$ cat config.mk
export PLATFORM = sky130hd
export DESIGN_NAME = first_fit_block_run_allocator
export DESIGN_NICKNAME = d
export VERILOG_FILES = /design/src/rtl/core/ffbra_pkg.sv /design/src/rtl/core/ffbra_map.sv /design/src/rtl/core/ffbra_seq.sv /design/src/rtl/core/first_fit_block_run_allocator.sv
export SDC_FILE = /design/constraint.sdc
export NUM_CORES = 2
export LEC_CHECK = 0
export ABC_AREA = 1
export ABC_CLOCK_PERIOD_IN_PS = 16500
export BUFFER_PORTS_ARGS = -buffer_cell sky130_fd_sc_hd__buf_2
export CORE_MARGIN = 3
export CORE_UTILIZATION = 50
export CTS_CLUSTER_DIAMETER = 200
export DETAILED_ROUTE_END_ITERATION = 10
export GPL_ROUTABILITY_DRIVEN = 0
export PLACE_DENSITY = 0.72
export SYNTH_ARGS = -nofsm -noshare
export SYNTH_HDL_FRONTEND = slang
export SYNTH_SLANG_ARGS = --single-unit
$ cat constraint.sdc
create_clock -name clock -period 16.5 [get_ports clock]
set_input_delay 0 -clock clock [delete_from_list [all_inputs] [get_ports clock]]
set_output_delay 0 -clock clock [all_outputs]
set_load 0.005 [all_outputs]
$ cat src/rtl/core/ffbra_pkg.sv
// Shared types and constants for the first-fit block run allocator.
package ffbra_pkg;

   localparam logic KIND_ALLOC = 1'b0;
   localparam logic KIND_FREE  = 1'b1;

   localparam logic [3:0] SHIFT_MAX = 4'd12;

   localparam int SIZE_W  = 21;
   localparam int OFF_W   = 20;
   localparam int BLK_W   = 8;
   localparam int USED_W  = 9;
   localparam int NEED_W  = SIZE_W + 1;

   // One finished response as it leaves the sequencer.
   typedef struct packed {
      logic [USED_W-1:0] blocks_in_use;
      logic              arena_empty;
      logic [OFF_W-1:0]  byte_offset;
      logic [BLK_W-1:0]  block_start;
      logic              ok;
   } ffbra_rsp_type;

endpackage

$ cat src/rtl/core/ffbra_map.sv
// Run map memory with a clearing sweep after reset.
module ffbra_map
   import ffbra_pkg::*;
#(
   parameter int BLOCKS = 256,
   parameter int BW     = $clog2(BLOCKS),
   parameter int CW     = $clog2(BLOCKS + 1)
) (
   input  logic          clock,
   input  logic          reset,
   input  logic [BW-1:0] rd_addr,
   output logic [CW-1:0] rd_data,
   input  logic          wr_en,
   input  logic [BW-1:0] wr_addr,
   input  logic [CW-1:0] wr_data,
   output logic          busy
);

   logic [CW-1:0] mem [BLOCKS];
   logic [CW-1:0] rd_data_ff;
   logic [BW-1:0] clr_addr_ff;
   logic [BW-1:0] clr_addr_in;
   logic          clr_busy_ff;
   logic          clr_busy_in;
   logic          clr_last;

   assign clr_last = (32'(clr_addr_ff) == 32'(BLOCKS - 1));

   always_comb begin
      clr_addr_in = clr_addr_ff;
      clr_busy_in = clr_busy_ff;
      if (clr_busy_ff) begin
         clr_addr_in = clr_addr_ff + BW'(1);
         if (clr_last) begin
            clr_busy_in = 1'b0;
         end
      end
   end

   always_ff @(posedge clock) begin
      if (reset) begin
         clr_addr_ff <= '0;
         clr_busy_ff <= 1'b1;
      end else begin
         clr_addr_ff <= clr_addr_in;
         clr_busy_ff <= clr_busy_in;
      end
   end

   always_ff @(posedge clock) begin
      if (clr_busy_ff) begin
         mem[clr_addr_ff] <= '0;
      end else if (wr_en) begin
         mem[wr_addr] <= wr_data;
      end
      rd_data_ff <= mem[rd_addr];
   end

   assign rd_data = rd_data_ff;
   assign busy    = clr_busy_ff;

endmodule

$ cat src/rtl/core/ffbra_seq.sv
// Sequencer: request checks, first-fit scan with one shared index adder, free path.
module ffbra_seq
   import ffbra_pkg::*;
#(
   parameter int BLOCKS = 256,
   parameter int BW     = $clog2(BLOCKS),
   parameter int CW     = $clog2(BLOCKS + 1)
) (
   input  logic              clock,
   input  logic              reset,
   input  logic              start,
   input  logic              kind,
   input  logic [SIZE_W-1:0] size_bytes,
   input  logic [OFF_W-1:0]  offset_bytes,
   input  logic [3:0]        shift,
   input  logic              out_free,
   output logic              idle,
   output logic [BW-1:0]     rd_addr,
   input  logic [CW-1:0]     rd_data,
   output logic              wr_en,
   output logic [BW-1:0]     wr_addr,
   output logic [CW-1:0]     wr_data,
   output logic              rsp_load,
   output ffbra_rsp_type     rsp
);

   localparam logic [2:0] ST_IDLE  = 3'd0;
   localparam logic [2:0] ST_CHECK = 3'd1;
   localparam logic [2:0] ST_SCAN  = 3'd2;
   localparam logic [2:0] ST_FREE  = 3'd3;
   localparam logic [2:0] ST_RESP  = 3'd4;

   logic [2:0]        state_ff, state_in;
   logic              kind_ff;
   logic [SIZE_W-1:0] size_ff;
   logic [OFF_W-1:0]  off_ff;
   logic [CW-1:0]     need_ff, need_in;
   logic [CW-1:0]     idx_ff, idx_in;
   logic [CW-1:0]     run_ff, run_in;
   logic [CW-1:0]     used_ff, used_in;
   logic [CW-1:0]     res_used_ff, res_used_in;
   logic [BW-1:0]     res_blk_ff, res_blk_in;
   logic              res_ok_ff, res_ok_in;
   logic              res_empty_ff, res_empty_in;
   logic              wr_pend_ff, wr_pend_in;
   logic [CW-1:0]     wr_data_ff, wr_data_in;

   logic [NEED_W-1:0] round_mask;
   logic [NEED_W-1:0] need_full;
   logic              alloc_bad;
   logic [OFF_W-1:0]  free_blk;
   logic              free_in_range;
   logic [CW:0]       step_sum;
   logic [CW:0]       run_inc;
   logic              scan_end;
   logic [31:0]       blk_wide;
   logic [31:0]       off_wide;
   logic [31:0]       used_wide;

   // request decode, done in the check cycle
   assign round_mask = (NEED_W'(1) << shift) - NEED_W'(1);
   assign need_full  = (NEED_W'(size_ff) + round_mask) >> shift;
   assign alloc_bad  = (need_full == '0) || (32'(need_full) > 32'(BLOCKS)) ||
                       (32'(need_full) > (32'(BLOCKS) - 32'(used_ff)));
   assign free_blk      = off_ff >> shift;
   assign free_in_range = (32'(free_blk) < 32'(BLOCKS));

   // shared scan adder: step one block over a free entry, jump over a live run
   assign step_sum = (CW + 1)'(idx_ff) + ((rd_data == '0) ? (CW + 1)'(1) : (CW + 1)'(rd_data));
   assign run_inc  = (CW + 1)'(run_ff) + (CW + 1)'(1);
   assign scan_end = (32'(step_sum) >= 32'(BLOCKS));

   always_comb begin
      state_in     = state_ff;
      need_in      = need_ff;
      idx_in       = idx_ff;
      run_in       = run_ff;
      used_in      = used_ff;
      res_used_in  = res_used_ff;
      res_blk_in   = res_blk_ff;
      res_ok_in    = res_ok_ff;
      res_empty_in = res_empty_ff;
      wr_pend_in   = wr_pend_ff;
      wr_data_in   = wr_data_ff;
      rd_addr      = '0;
      wr_en        = 1'b0;
      rsp_load     = 1'b0;
      case (state_ff)
         ST_IDLE: begin
            if (start) begin
               state_in = ST_CHECK;
            end
         end
         ST_CHECK: begin
            res_ok_in    = 1'b0;
            res_blk_in   = '0;
            res_empty_in = 1'b0;
            res_used_in  = used_ff;
            wr_pend_in   = 1'b0;
            if (kind_ff == KIND_ALLOC) begin
               need_in = CW'(need_full);
               idx_in  = '0;
               run_in  = '0;
               rd_addr = '0;
               state_in = alloc_bad ? ST_RESP : ST_SCAN;
            end else begin
               rd_addr    = free_blk[BW-1:0];
               res_blk_in = free_in_range ? free_blk[BW-1:0] : '0;
               state_in   = free_in_range ? ST_FREE : ST_RESP;
            end
         end
         ST_SCAN: begin
            rd_addr = step_sum[BW-1:0];
            if (rd_data == '0 && run_inc >= (CW + 1)'(need_ff)) begin
               res_ok_in   = 1'b1;
               res_blk_in  = BW'(idx_ff - run_ff);
               res_used_in = used_ff + need_ff;
               wr_pend_in  = 1'b1;
               wr_data_in  = need_ff;
               state_in    = ST_RESP;
            end else begin
               idx_in = CW'(step_sum);
               run_in = (rd_data == '0) ? CW'(run_inc) : '0;
               if (scan_end) begin
                  state_in = ST_RESP;
               end
            end
         end
         ST_FREE: begin
            if (rd_data == '0) begin
               res_blk_in = '0;
            end else begin
               res_ok_in  = 1'b1;
               wr_pend_in = 1'b1;
               wr_data_in = '0;
               if (used_ff <= rd_data) begin
                  res_used_in  = '0;
                  res_empty_in = 1'b1;
               end else begin
                  res_used_in = used_ff - rd_data;
               end
            end
            state_in = ST_RESP;
         end
         ST_RESP: begin
            if (out_free) begin
               rsp_load = 1'b1;
               wr_en    = wr_pend_ff;
               used_in  = res_used_ff;
               state_in = ST_IDLE;
            end
         end
         default: begin
            state_in = ST_IDLE;
         end
      endcase
   end

   always_ff @(posedge clock) begin
      if (reset) begin
         state_ff <= ST_IDLE;
         used_ff  <= '0;
      end else begin
         state_ff <= state_in;
         used_ff  <= used_in;
      end
   end

   always_ff @(posedge clock) begin
      if (start && state_ff == ST_IDLE) begin
         kind_ff <= kind;
         size_ff <= size_bytes;
         off_ff  <= offset_bytes;
      end
      need_ff      <= need_in;
      idx_ff       <= idx_in;
      run_ff       <= run_in;
      res_used_ff  <= res_used_in;
      res_blk_ff   <= res_blk_in;
      res_ok_ff    <= res_ok_in;
      res_empty_ff <= res_empty_in;
      wr_pend_ff   <= wr_pend_in;
      wr_data_ff   <= wr_data_in;
   end

   assign wr_addr = res_blk_ff;
   assign wr_data = wr_data_ff;
   assign idle    = (state_ff == ST_IDLE);

   assign blk_wide  = 32'(res_blk_ff);
   assign off_wide  = blk_wide << shift;
   assign used_wide = 32'(res_used_ff);

   assign rsp.ok            = res_ok_ff;
   assign rsp.block_start   = blk_wide[BLK_W-1:0];
   assign rsp.byte_offset   = off_wide[OFF_W-1:0];
   assign rsp.arena_empty   = res_empty_ff;
   assign rsp.blocks_in_use = used_wide[USED_W-1:0];

endmodule

$ cat src/rtl/core/first_fit_block_run_allocator.sv
// First-fit block run allocator: an alloc passes the check state and, unless rejected, the
// scan state; a free passes the check state and, if in range, the free state; one request in flight.
// The scan reads one run map entry per cycle through the memory's registered port
// and jumps over live runs; a new request is accepted only once the last response is loaded.
// After reset the run map is zeroed entry by entry with req_tready low;
// block_shift resets to 4 and the used count to 0.
module first_fit_block_run_allocator
   import ffbra_pkg::*;
#(
   parameter int BLOCKS = 256
) (
   input  logic        clock,
   input  logic        reset,
   input  logic        req_tvalid,
   output logic        req_tready,
   input  logic [47:0] req_tdata,  // size_bytes[20:0], offset_bytes[40:21]
   input  logic        req_tuser,  // kind
   output logic        rsp_tvalid,
   input  logic        rsp_tready,
   output logic [39:0] rsp_tdata,  // ok[0], block_start[8:1], byte_offset[28:9],
                                   // arena_empty[29], blocks_in_use[38:30]
   input  logic        csr_wr_en,
   input  logic [3:0]  csr_wr_data
);

   localparam int BW = (BLOCKS > 1) ? $clog2(BLOCKS) : 1;
   localparam int CW = $clog2(BLOCKS + 1);

   logic [3:0]    block_shift_ff, block_shift_in;
   logic [3:0]    eff_shift;
   logic          rsp_valid_ff, rsp_valid_in;
   logic [39:0]   rsp_data_ff;
   logic          seq_idle;
   logic          map_busy;
   logic          out_free;
   logic          rsp_load;
   ffbra_rsp_type seq_rsp;
   logic [BW-1:0] rd_addr;
   logic [CW-1:0] rd_data;
   logic          wr_en;
   logic [BW-1:0] wr_addr;
   logic [CW-1:0] wr_data;

   assign block_shift_in = csr_wr_en ? csr_wr_data : block_shift_ff;
   assign eff_shift      = (block_shift_ff > SHIFT_MAX) ? SHIFT_MAX : block_shift_ff;

   always_ff @(posedge clock) begin
      if (reset) begin
         block_shift_ff <= 4'd4;
      end else begin
         block_shift_ff <= block_shift_in;
      end
   end

   assign out_free   = !rsp_valid_ff || rsp_tready;
   assign req_tready = seq_idle && !map_busy;

   ffbra_map #(
      .BLOCKS (BLOCKS),
      .BW     (BW),
      .CW     (CW)
   ) u_map (
      .clock   (clock),
      .reset   (reset),
      .rd_addr (rd_addr),
      .rd_data (rd_data),
      .wr_en   (wr_en),
      .wr_addr (wr_addr),
      .wr_data (wr_data),
      .busy    (map_busy)
   );

   ffbra_seq #(
      .BLOCKS (BLOCKS),
      .BW     (BW),
      .CW     (CW)
   ) u_seq (
      .clock        (clock),
      .reset        (reset),
      .start        (req_tvalid && req_tready),
      .kind         (req_tuser),
      .size_bytes   (req_tdata[20:0]),
      .offset_bytes (req_tdata[40:21]),
      .shift        (eff_shift),
      .out_free     (out_free),
      .idle         (seq_idle),
      .rd_addr      (rd_addr),
      .rd_data      (rd_data),
      .wr_en        (wr_en),
      .wr_addr      (wr_addr),
      .wr_data      (wr_data),
      .rsp_load     (rsp_load),
      .rsp          (seq_rsp)
   );

   always_comb begin
      rsp_valid_in = rsp_valid_ff;
      if (rsp_load) begin
         rsp_valid_in = 1'b1;
      end else if (rsp_tready) begin
         rsp_valid_in = 1'b0;
      end
   end

   always_ff @(posedge clock) begin
      if (reset) begin
         rsp_valid_ff <= 1'b0;
      end else begin
         rsp_valid_ff <= rsp_valid_in;
      end
   end

   always_ff @(posedge clock) begin
      if (rsp_load) begin
         rsp_data_ff <= {1'b0, seq_rsp};
      end
   end

   assign rsp_tvalid = rsp_valid_ff;
   assign rsp_tdata  = rsp_data_ff;

endmodule
# After elaboration in Yosys (flattened, before gate mapping)
# Memory sizes are Yosys's and may differ from the RTL's. A register that Yosys moved wholly into a read port is not among the register bits.
# Index checks and enable logic that the tools add are counted.
# totals
regBits	162
ram_bits	2304
input_bits	58
out_inout_bits	42
wordCells	132
n_memories	1
# memory_table
memory	depth	width	rd	rd_clocked_by_memory_dff	wr	line_no	rtl
u_map.mem	256	9	1	1	1	ffbra_map.sv:19	logic [CW-1:0] mem [BLOCKS];
# op_classes
n_addsub	9
n_lt_le_gt_ge	7
eq_ne	14
n_shift	4
n_mux	52
bitwise_logic	1
n_reduce_logical	26
# ops
cell	n
9-bit two-way mux	11
9-bit one-hot mux with 2 select lines	3
8-bit two-way mux	6
22-bit by 32-bit > comparator with 1-bit output	1
9-bit one-hot mux with 3 select lines	1
8-bit one-hot mux with 3 select lines	1
21-bit by 22-bit adder with 22-bit output	1
22-bit by 9-bit > comparator with 1-bit output (second input constant)	1
22-bit zero test	1
1-bit by 4-bit << shifter with 22-bit output (first input constant)	1
22-bit by 4-bit right shift with 22-bit output	1
22-bit by 2-bit subtractor with 22-bit output (second input constant)	1
3-bit two-way mux	7
20-bit by 9-bit < comparator with 1-bit output (second input constant)	1
8-bit by 4-bit << shifter with 20-bit output	1
20-bit by 4-bit right shift with 20-bit output	1
1-bit two-way mux	18
3-bit AND reduction	6
8-bit one-hot mux with 2 select lines	1
3-bit one-hot mux with 5 select lines	1
9-bit by 1-bit adder with 10-bit output (second input constant)	1
9-bit by 9-bit adder with 10-bit output	1
10-bit by 9-bit >= comparator with 1-bit output	1
10-bit by 9-bit >= comparator with 1-bit output (second input constant)	1
other kinds (27)	44

# Logic depth before layout (Yosys ltp)
# logic_depth
depth_word	12
depth_mapped	48
depth_no_buf	45

# By module
# From an unflattened synthesis, not the netlist that was laid out.
# unflattened
hier_cells	9466
hier_area_um2	105932.8
# by_module_without_submodules
module	n_inst	cells_each	area_per_inst_um2	seq_area_each_um2
ffbra_map	1	7918	94051.5	69546.7
ffbra_seq	1	1477	10487.6	3153.0
first_fit_block_run_allocator	1	71	1393.8	1271.2

# Worst setup path after synthesis
# OpenSTA, ideal clock, no wires.
# synth_timing
kind	register to register
start	register u_seq.state_ff[0]
end	memory u_map.mem[0][0] in the netlist's numbering (data pin)
setup_time_ns	1.393
arrival_ns	9.044
t_required_ns	15.107
slack_ns	6.062
path_stages_with_launch	7
path_buffers	1
period_less_slack_ns	10.438
path_cell_list	dfxtp_1 > nor2_1 > nand2_1 > nor2_1 > nand3_1 > clkbuf_1 > nor2_1
# synth_via
elab_chain_cells	7
# synth_rtl
element	line_no	rtl
start, declared	ffbra_seq.sv:33	logic [2:0] state_ff, state_in;
start signal, assigned	ffbra_seq.sv:164	state_ff <= state_in;
3-bit equality test	ffbra_seq.sv:88	case (state_ff)
1-bit two-way mux	ffbra_seq.sv:88	
1-bit two-way mux	ffbra_map.sv:53	end else if (wr_en) begin
1-bit two-way mux	ffbra_map.sv:51	if (clr_busy_ff) begin
1-bit two-way mux (not written as such)	ffbra_map.sv:54	mem[wr_addr] <= wr_data;
9-bit OR reduction (no source line)	n/a	
9-bit two-way mux (no source line)	n/a	
end, declared	ffbra_map.sv:19	
# Every way passes these cells.

# Final worst setup path
# layout_timing
start	register block_shift_ff[3]
end	register u_map.rd_data_ff[8], in the netlist u_map.rd_data[8], read port of u_map.mem
# layout_via
elab_chain_cells	5
# layout_rtl
element	line_no	rtl
start, declared	first_fit_block_run_allocator.sv:29	logic [3:0] block_shift_ff, block_shift_in;
start signal, assigned	first_fit_block_run_allocator.sv:51	block_shift_ff <= block_shift_in;
4-bit > comparator	first_fit_block_run_allocator.sv:45	assign eff_shift = (block_shift_ff > SHIFT_MAX) ? SHIFT_MAX : block_shift_ff;
4-bit two-way mux (*)	first_fit_block_run_allocator.sv:45	
20-bit by 4-bit right shift with 20-bit output (*)	ffbra_seq.sv:65	assign free_blk = off_ff >> shift;
8-bit two-way mux (*)	ffbra_seq.sv:100	if (kind_ff == KIND_ALLOC) begin
8-bit one-hot mux with 2 select lines (*)	ffbra_seq.sv:88	
end, declared	ffbra_map.sv:20	logic [CW-1:0] rd_data_ff;
# Every way passes the cells marked *; elsewhere a longest branch is shown, timed or not.
# A chain may end at the register's enable or synchronous reset.

==> summary.txt <==
Clocking
  • TritonCTS clock tree: yes
  • PostCTS Resize Cnt: 0
  • Clock transition at path regs: 0.07 ns
  • Clock buffer depth: 3
  • Skew-Pair Late Insertion Delay: 0.89 ns
  • Sink Count: 2475
  • TritonCTS Buffers: 235
  • CTS root buf: clkbuf_16
  • H-tree depth: 4

STA
  • Setup TNS Final: 0 ns
  • Fin crit share: 50.2%
  • Worst Hold Slack: 0.131 ns
  • Setup violators final: 0
  • Slew @ Worst Pin: 1.53 ns
  • Crit path time final: 8.29 ns
  • Hold Vio Cnt, Final: 0
  • Slew margin rel.: -3.37%
  • RSZ-0062 raised after global routing: false
  • Slew Limit Fails: 4
  • Max Freq: 0.121 GHz
  • Clock Skew: 0.0655 ns

Global route
  • Largest net degree at the start of global routing: 220
  • Initial antenna violation count: 5
  • Vias in the first global route: 71000
  • Global route overflow: 0
  • Wire length of the first global-routing pass: 425000 µm
  • Total GRT Usage: 24.7%

Detailed routing
  • Routed Antenna Nets: 0
  • Residual DRC: 0
  • DR vias: 74500
  • DR WL/cell: 21.6 µm
  • Initial drt markers: 9948
  • Via/cell ratio: 5.74
  • Router iterations before antenna repair: 9
  • DRT Wirelength: 281000 µm

Place
  • Dpl hpwl: 157000 µm
  • Port Buf Inserts: 91
  • Placed Area: 111000 µm²

Setup path
  • Crit path buf inv count: 6
  • Crit Path Max Fanout: 219
  • CP Capture Type: flop
  • Worst Path Arrival: 9.05 ns
  • Critical Path, Cell by Cell: buf_4 -> nand2_4 -> nand2_4 -> inv_2 -> nand2_1 -> o22ai_1 -> o21ai_1 -> nand2_1 -> nor2_4 -> nand3_4 -> nand2_8 -> buf_4 -> buf_12 -> buf_4 -> buf_12 -> nand2_1 -> o211ai_1 -> nand3_1 -> nand3_1 -> nand3_1 -> nand3_1 -> nand3_1 -> nand3_1 -> nand2_1
  • WP data required: 17.27 ns
  • CP max-delay cell: buf_4
  • Worst setup path start: block_shift_ff[3]$_SDFFE_PP0P_
  • CP max stage delay: 0.85 ns
  • Reg2Reg Launch Point: block_shift_ff[3]$_SDFFE_PP0P_
  • Startpoint types: flop
  • Most frequent cell on the critical path: nand3_1
  • Delay-heaviest family, CP: simple AND/OR/NAND/NOR gates
  • WS Path Type: flop to flop

Synth
  • Cell Area, Synth: 109000 µm²
  • EDFF count, synth: 2440
  • Top cell type's share of synthesized area: 67.4%
  • Cell count after synthesis: 9995
  • Yosys Warn Count: 0
  • Ys flop type: edfxtp_1
  • Post-synth top area cell: edfxtp_1
  • Async SR Flop Fraction: 0%
  • Mean Syn Cell Area: 10.9 µm²
  • Area contributors post-synth: edfxtp_1, nand2_1, nand3_1
  • Netlist cell types: 54
  • Sequential-to-total area share from yosys stat: 68.1%
  • Flops & latches, synth: 2475

Floorplan
  • Die area: 223000 µm²
  • Core Area: 215000 µm²
  • DIE HEIGHT: 472 µm
  • Die Wd: 472 µm
  • # IOs: 100
  • Starting density of the core: 50.4%
  • Std cell rows: 170

Layout
  • Nets: 10100
  • Layout cell share with drive strength beyond 1: 5.84%
  • Multi-input combinational cell area: 28200 µm²
  • Sequential cell area: 74000 µm²
  • Synthesis-to-finish area growth: 10.2%
  • FILL cells: 17200
  • Final instance area: 120000 µm²

Status
  • Status: complete, but fails checks
  • Failing checks: max-capacitance violations, max-slew violations

Min path
  • Hold Path Class: primary input to flop
  • Min-Delay Startpoint: csr_wr_data[1]

Power and ir drop
  • Pwr dens: 105 nW/µm²
  • Peak VDD IR: 0.000128 V
  • P_leak: 44.8 nW

Flow run
  • Max_cap viols: 1
-- what timing repair did --
item,4_1_cts,5_1_grt
endpoints found under the hold margin,149,0
hold buffers,104,0
setup buffers,0,0
-- stage by stage --
stage	std cells	util [%]	setup WS [ns]	total power, mW
6_report	13000	55.6	8.21	12.5
5_1_grt	13000	55.6	7.80	12.8
4_1_cts	13000	55.6	8.51	12.5
3_5_place_dp	12400	51.5	8.52	7.23
3_3_place_gp	12400	51.5	8.70	7.22
2_1_floorplan	9997	-	6.06	7.13
-- cell type report --
cell class	instances	share of cell area [%]
Multi-Input combinational cell	5906	23.6
Clock inverter	160	1.26
Antenna cell	2	0.00418
Clock buffer	280	5.20
Tap cell	2838	2.97
Inverter	1037	3.28
Sequential cell	2475	61.8
Timing Repair Buffer	289	1.95
-- synth_stat cells (4+ instances only) --
master	number
o221ai_1	11
o22ai_1	13
a21oi_1	85
edfxtp_1	2440
ha_1	103
o21ai_2	4
inv_2	9
fa_1	5
nor3_1	19
buf_6	12
buf_1	55
or2_2	5
clkinv_1	4
xor2_1	21
buf_4	73
dfxtp_1	35
xnor2_1	11
o211ai_1	519
inv_1	1023
nand3b_1	14
o21bai_1	6
o21ai_1	54
nand3_1	1335
nor2_1	531
buf_2	235
o21ai_0	357
nand2_1	2755
clkbuf_1	202
nand4_1	15
-- placed cells by master, fill, tap and decap left out, types with 14 or more instances in the layout --
cell type         n
nand4_1          15
edfxtp_1       2440
nand3_1        1327
dfxtp_1          35
nor2_1          521
buf_2            91
inv_1          1023
nand3b_1         14
o21ai_0         357
dlygate4sd3_1   104
a21oi_1          84
clkbuf_1         32
xor2_1           21
clkinv_1         64
clkinv_2         47
nor3_1           19
o211ai_1        519
o21ai_1          53
nand2_1        2746
bufinv_16        20
ha_1            103
buf_4            83
clkbuf_16       239
-- power breakdown --
group          internal (mW)  switching, mW  total [mW]
Combinational         0.0976          0.204       0.301
Clock                   3.01           2.37        5.39
Sequential              6.81         0.0106        6.82
Total                   9.92           2.59        12.5
-- routing by layer --
metal  vias to the layer above  share of wire [%]  track usage [%]
li1                      34300                  -                -
met1                     35600                 39             33.0
met2                      3885                 46             39.6
met3                       693                 10             5.03
met4                         0                4.5             10.6
met5                         -                  0                0
-- final timing paths --
path | to | slack (ns) | cells past startpoint
max | u_map.rd_data[8]$_DFF_P_ | 8.21 | 24
min | block_shift_ff[1]$_SDFFE_PP0P_ | 0.13 | 4
max reg2reg | u_map.rd_data[8]$_DFF_P_ | 8.21 | 24
min reg2reg | rsp_tdata[30]$_DFFE_PP_ | 0.46 | 0
-- logic make-up (layout without fill, tap and decap cells) --
group,count (synthesis),count (layout),synth area share [%]
adder cells (fa/ha/maj),108,108,1.28
AO/OA/AOI/OAI,1067,1067,6.24
XOR/XNOR,32,32,0.258
flip-flops,2475,2475,68.1
AND/OR/NAND/NOR,4693,4693,17.9
multiplexers,2,2,0.0184
other,2,6,0.00691
buffers and inverters,1616,1766,6.20
-- state kept, by name, indices dropped and copies added (netlist names) --
name	count
block_shift_ff	4
u_map.busy	1
rsp_tvalid	1
u_map.clr_addr_ff	8
u_seq.res_used_ff	9
u_seq.size_ff	21
u_map.rd_data	9
u_seq.res_empty_ff	1
u_seq.off_ff	20
u_seq.kind_ff	1
u_seq.run_ff	9
rsp_tdata	39
u_seq.state_ff	3
u_seq.wr_data	9
u_seq.res_ok_ff	1
u_seq.need_ff	9
u_seq.wr_addr	8
u_seq.idx_ff	9
u_map.mem	2304
u_seq.used_ff	9
-- worst register-to-register path: stages, from the launching register on --
cell and delay, ns:
dfxtp_1 0.32, buf_4 0.37, nand2_4 0.19, nand2_4 0.52, inv_2 0.45, nand2_1 0.34
o22ai_1 0.11, o21ai_1 0.14, nand2_1 0.13, nor2_4 0.14, nand3_4 0.30, nand2_8 0.56
buf_4 0.56, buf_12 0.66, buf_4 1.08, buf_12 0.63, nand2_1 0.36, o211ai_1 0.12
nand3_1 0.14, nand3_1 0.19, nand3_1 0.21, nand3_1 0.14, nand3_1 0.27, nand3_1 0.19
nand2_1 0.08
(Power assumes the default switching activity.)
